--- config.mk ---
export PLATFORM = sky130hd
export DESIGN_NAME = bmhq_ram
export DESIGN_NICKNAME = d
export VERILOG_FILES = /design/src/rtl/core/bmhq_ram.sv
export SDC_FILE = /design/constraint.sdc
export NUM_CORES = 1
export LEC_CHECK = 0
export BUFFER_PORTS_ARGS = -buffer_cell sky130_fd_sc_hd__buf_2
export CORE_MARGIN = 2
export CORE_UTILIZATION = 55
export CTS_CLUSTER_SIZE = 25
export DETAILED_ROUTE_END_ITERATION = 8
export PLACE_DENSITY = 0.76
export SKIP_CTS_REPAIR_TIMING = 1
export SLEW_MARGIN = 20
export SYNTH_ARGS = -nofsm -noshare
export SYNTH_HDL_FRONTEND = slang
export SYNTH_SLANG_ARGS = --single-unit
--- constraint.sdc ---
create_clock -name clk -period 2 [get_ports clk]
set_input_delay 0.6 -clock clk [delete_from_list [all_inputs] [get_ports clk]]
set_output_delay 0.6 -clock clk [all_outputs]
set_load 0.01 [all_outputs]
--- src/rtl/core/bmhq_ram.sv ---
// Generic RAM with one write port and two registered read ports.
`default_nettype none

module bmhq_ram #(
  parameter int WIDTH = 8,
  parameter int DEPTH = 16
) (
  input  wire logic                     clk,
  input  wire logic                     we,
  input  wire logic [$clog2(DEPTH)-1:0] waddr,
  input  wire logic [WIDTH-1:0]         wdata,
  input  wire logic [$clog2(DEPTH)-1:0] raddr_a,
  output logic      [WIDTH-1:0]         rdata_a,
  input  wire logic [$clog2(DEPTH)-1:0] raddr_b,
  output logic      [WIDTH-1:0]         rdata_b
);

  logic [WIDTH-1:0] mem [DEPTH];

  always_ff @(posedge clk) begin
    if (we) begin
      mem[waddr] <= wdata;
    end
    rdata_a <= mem[raddr_a];
    rdata_b <= mem[raddr_b];
  end

endmodule

`default_nettype wire

* Yosys cells after proc, flatten, opt, wreduce, memory -nomap -nowiden
Memories as Yosys holds them, arrays and structs flattened. A register that Yosys moved wholly into a read port is not among the register bits. Index checks and enable logic that the tools add are counted. W data, S select, Z words.
Storage, ports and cells: latch bits 0, output and inout bits 16, bits in registers 0, logic and storage cells 3, memories kept 1, memory bits (read-only) 0, bits of input ports 22, bits in writable memories 128
Operators by class: reduce and logical (&&, ||, !) cells 0, shifts and indexed selects 0, $lt $le $gt $ge 0, muxes and demuxes 2, div/mod/pow operators 0, $mul 0, bitwise operators 0, add/sub/neg operators 0, eq/ne operators 0
Memories:
- mem | words 16, bits a word 8, rd ports 2, clocked after memory_dff 2, write ports 1, line 18 | logic [WIDTH-1:0] mem [DEPTH];
Operators with widths (number):
- $mux W1 | 2

* Depth between registers and ports, before layout
depth after elaboration 2, gate-level depth with buffers 5

* Worst setup path before layout
No wires, ideal clock.
path type input to register, from in waddr[2], to mem mem[0][0], enable pin, path slack -93 ps, cell stages on the path 2, setup time 383 ps, required time 1617 ps, arrival time 1710 ps, cells stage by stage or3b_2 > nor3_1
RTL lines:
- from (decl) | line 10 | input wire logic [$clog2(DEPTH)-1:0] waddr,
- to (decl) | line 18
Straight into the memory's write port.

==> key figures <==
Synth
  • Synth Area in Adders: 0
  • Sequential-to-total area share from yosys stat: 0.656
  • Distinct cell type count after synthesis: 20
  • Synth Area in Simple Gates: 0.0343
  • Synth area leaders: edfxtp_1 (61%), mux4_2 (12%), mux4_1 (12%), dfxtp_1 (5.0%), a22oi_1 (3.8%)
  • Synth Area in Compound Gates: 0.0379
  • Synthesized area: roughly 6300 um^2
  • Share of Yosys cell area claimed by the top area cell type: 0.606
  • Main combinational cell family by area after synthesis: multiplexers
  • Number of synthesized register bits: about 140
  • Synth Area in XOR/XNOR: 0
  • Synth area leader: edfxtp_1
  • Warnings from Yosys: 0
  • Syn Inst Count: between 300 and 400
  • Syn_nets: 329
  • Syn Area/Cell: between 20 and 25 um^2
  • Mux cell area share after synthesis: 0.244

Global routing
  • Number of global-route vias before repair: about 3600
  • GRT overflow: 0
  • First-pass GRT wire length: between 20 and 25 mm
  • Largest net degree at the start of global routing: 30
  • Antenna violations before repair: 0
  • Global Route Usage Sum: 0.241

Route
  • Total Wirelength: roughly 14 mm
  • Total number of vias: between 3000 and 4000
  • First drt pass iteration count: 5
  • Antenna viol nets, final: 0
  • Vias per cell: about 6.5
  • DRC: 0
  • Iter 0 DRT Violations: between 200 and 300
  • WL/cell: around 26 um

Finish
  • Post-synthesis to final-layout area growth: 18.1%
  • Final-stage net count: between 300 and 400
  • Most common cell after layout, fill and taps aside: edfxtp_1
  • Fraction of layout cells with a size suffix above 1: 0.355
  • N_diodes: 0
  • Fillers: between 700 and 800
  • Most frequent cells in the layout: edfxtp_1 (128), buf_2 (37), mux4_2 (34), a22oi_1 (32), mux4_1 (28)
  • Layout Utilization: 0.662

STA
  • Max-slew headroom: 0.407
  • Slew Limit Fails: 0
  • Post-layout minimum cycle time: between 1.5 and 2 ns
  • Final Hold Violating Endpoints: 0
  • RSZ-0062 raised after global routing: false
  • Fin crit share: 0.830
  • Setup violations, final: 0
  • Clk_skew: roughly 0.0064 ns
  • Tightest hold margin: between 0.5 and 0.6 ns
  • Fmax: between 600 and 700 MHz
  • Least-Margin Pin Slew: between 0.8 and 0.9 ns

Pwr
  • VDD IR max: between 0.5 and 0.6 mV
  • Power density over the cells: approximately 960 nW/um^2
  • Leakage: between 2 and 3 nW
  • Overall power: between 7 and 8 mW

Status
  • Outcome: finished clean

Placed design
  • DP HPWL: 9.01 mm
  • IO buf count: 37
  • Placer Congestion: between 0.8 and 0.9

Clock tree
  • Clock Tree Buf Depth: 2
  • CTS root buffer: clkbuf_16
  • H-tree levels: 4
  • CTS Buf Count: 17
  • Worst-path clk slew: 0.06 ns
  • CTS tree: built
  • CTS sink cnt: 144
  • Later-pin clock latency in the skew report: 0.42 ns

Worst setup path
  • CP Launch Type: input pin
  • FF-to-FF setup slack: between 0.5 and 0.6 ns
  • R2r endpoint: rdata_a[2]
  • CP max stage delay: 0.54 ns
  • CP max FO: 12
  • Top Family by Delay on Critical Path: multiplexers
  • Required @ worst endpoint: about 2.3 ns
  • Crit. End Element: flip-flop
  • Crit-path cells: buf_2 -> buf_12 -> buf_4 -> mux4_1 -> a22oi_1 -> nand2_1
  • Crit path buffers/inverters: 3
  • Worst reg2reg path depth: 3
  • R2R Path Start: mem[2][2]
  • Slowest CP cell: mux4_1
  • Critical path class: in -> reg
  • Worst path arrival time: just under 2 ns

Die
  • I/O pins: 38
  • Starting Density: 0.561
  • Core footprint: about 11000 um^2
  • Die height: between 100 and 150 um
  • Site row count: 39
  • Die Wd: about 110 um
  • Die area: around 12000 um^2

Min path
  • Hold Crit Endpoint: mem[10][3]
  • Hold Path Depth: 1
  • Hold Path Class: in -> reg
  • Hold_sp: wdata[3]

Run
  • Max-Cap Viols: 0
## Yosys cell counts, drive strengths merged
cell           instances
nand2                 17
edfxtp               128
mux4                  64
and2                   2
nor2                  14
clkdlybuf4s25          6
dfxtp                 16
or3b                   1
nand2b                 2
a22oi                 32
nand3                  1
nor3                   4
buf                   14
nor2b                  2
nand3b                 2
and2b                  2
## layout make-up
type	instances	area, um^2	area share
repair buffers	70	533	0.0711
well taps	143	179	0.0239
clock inverters	13	163	0.0217
clock buffers	19	443	0.0591
multi-input cells	143	2010	0.269
flip-flops and latches	144	4160	0.555
## stage by stage
stage | instances | TNS [ns] | instance area [um^2] | setup slack (ns)
floorplan | 307 | 0 | 6350 | 0.134
global placement | 500 | -0.217 | 6890 | -0.0680
detailed placement | 500 | -0.362 | 6890 | -0.0778
CTS | 532 | 0 | 7500 | 0.367
global route | 532 | 0 | 7500 | 0.286
finish | 532 | 0 | 7500 | 0.341
## how the worst max path moves through the flow
stage	start	slack, ns	cells past startpoint	endpoint
after floorplan	waddr[2]	0.13	2	mem[3][0]
after global placement	raddr_a[0]	-0.07	5	rdata_a[6]
after detailed placement	raddr_a[0]	-0.08	6	rdata_a[1]
after CTS	raddr_a[0]	0.37	6	rdata_a[1]
after global routing	raddr_a[0]	0.29	6	rdata_a[1]
final	raddr_a[0]	0.34	6	rdata_a[1]
## kinds of logic after synthesis
family / after synthesis
DFF: 144
muxes: 64
and+or+nand+nor: 47
AOI/OAI and AO/OA: 32
buffers and inverters: 20
## power by group
part / internal, mW / switching [mW] / total (mW)
combinational: 0.261 / 0.284 / 0.546
sequential: 3.37 / 0.0394 / 3.41
clock: 1.99 / 1.21 / 3.21
## flip-flops by register name, indices dropped and copies added (netlist names)
register / count
rdata_a: 8
rdata_b: 8
mem: 128
## metal layers
metal | GRT usage | share of wire | up-vias
li1 | - | - | 1480
met1 | 0.341 | 0.41 | 1792
met2 | 0.366 | 0.49 | 185
met3 | 0.0490 | 0.082 | 25
met4 | 0.119 | 0.025 | 0
met5 | 0 | 0 | -
## worst reg2reg max path: cells and delay by family, from the launching register on
kind               cells  cell delay [ns]
DFF                    1             0.40
AOI/OAI and AO/OA      1             0.33
muxes                  1             0.51
and+or+nand+nor        1             0.10
Power figures use the tool's default switching activity.
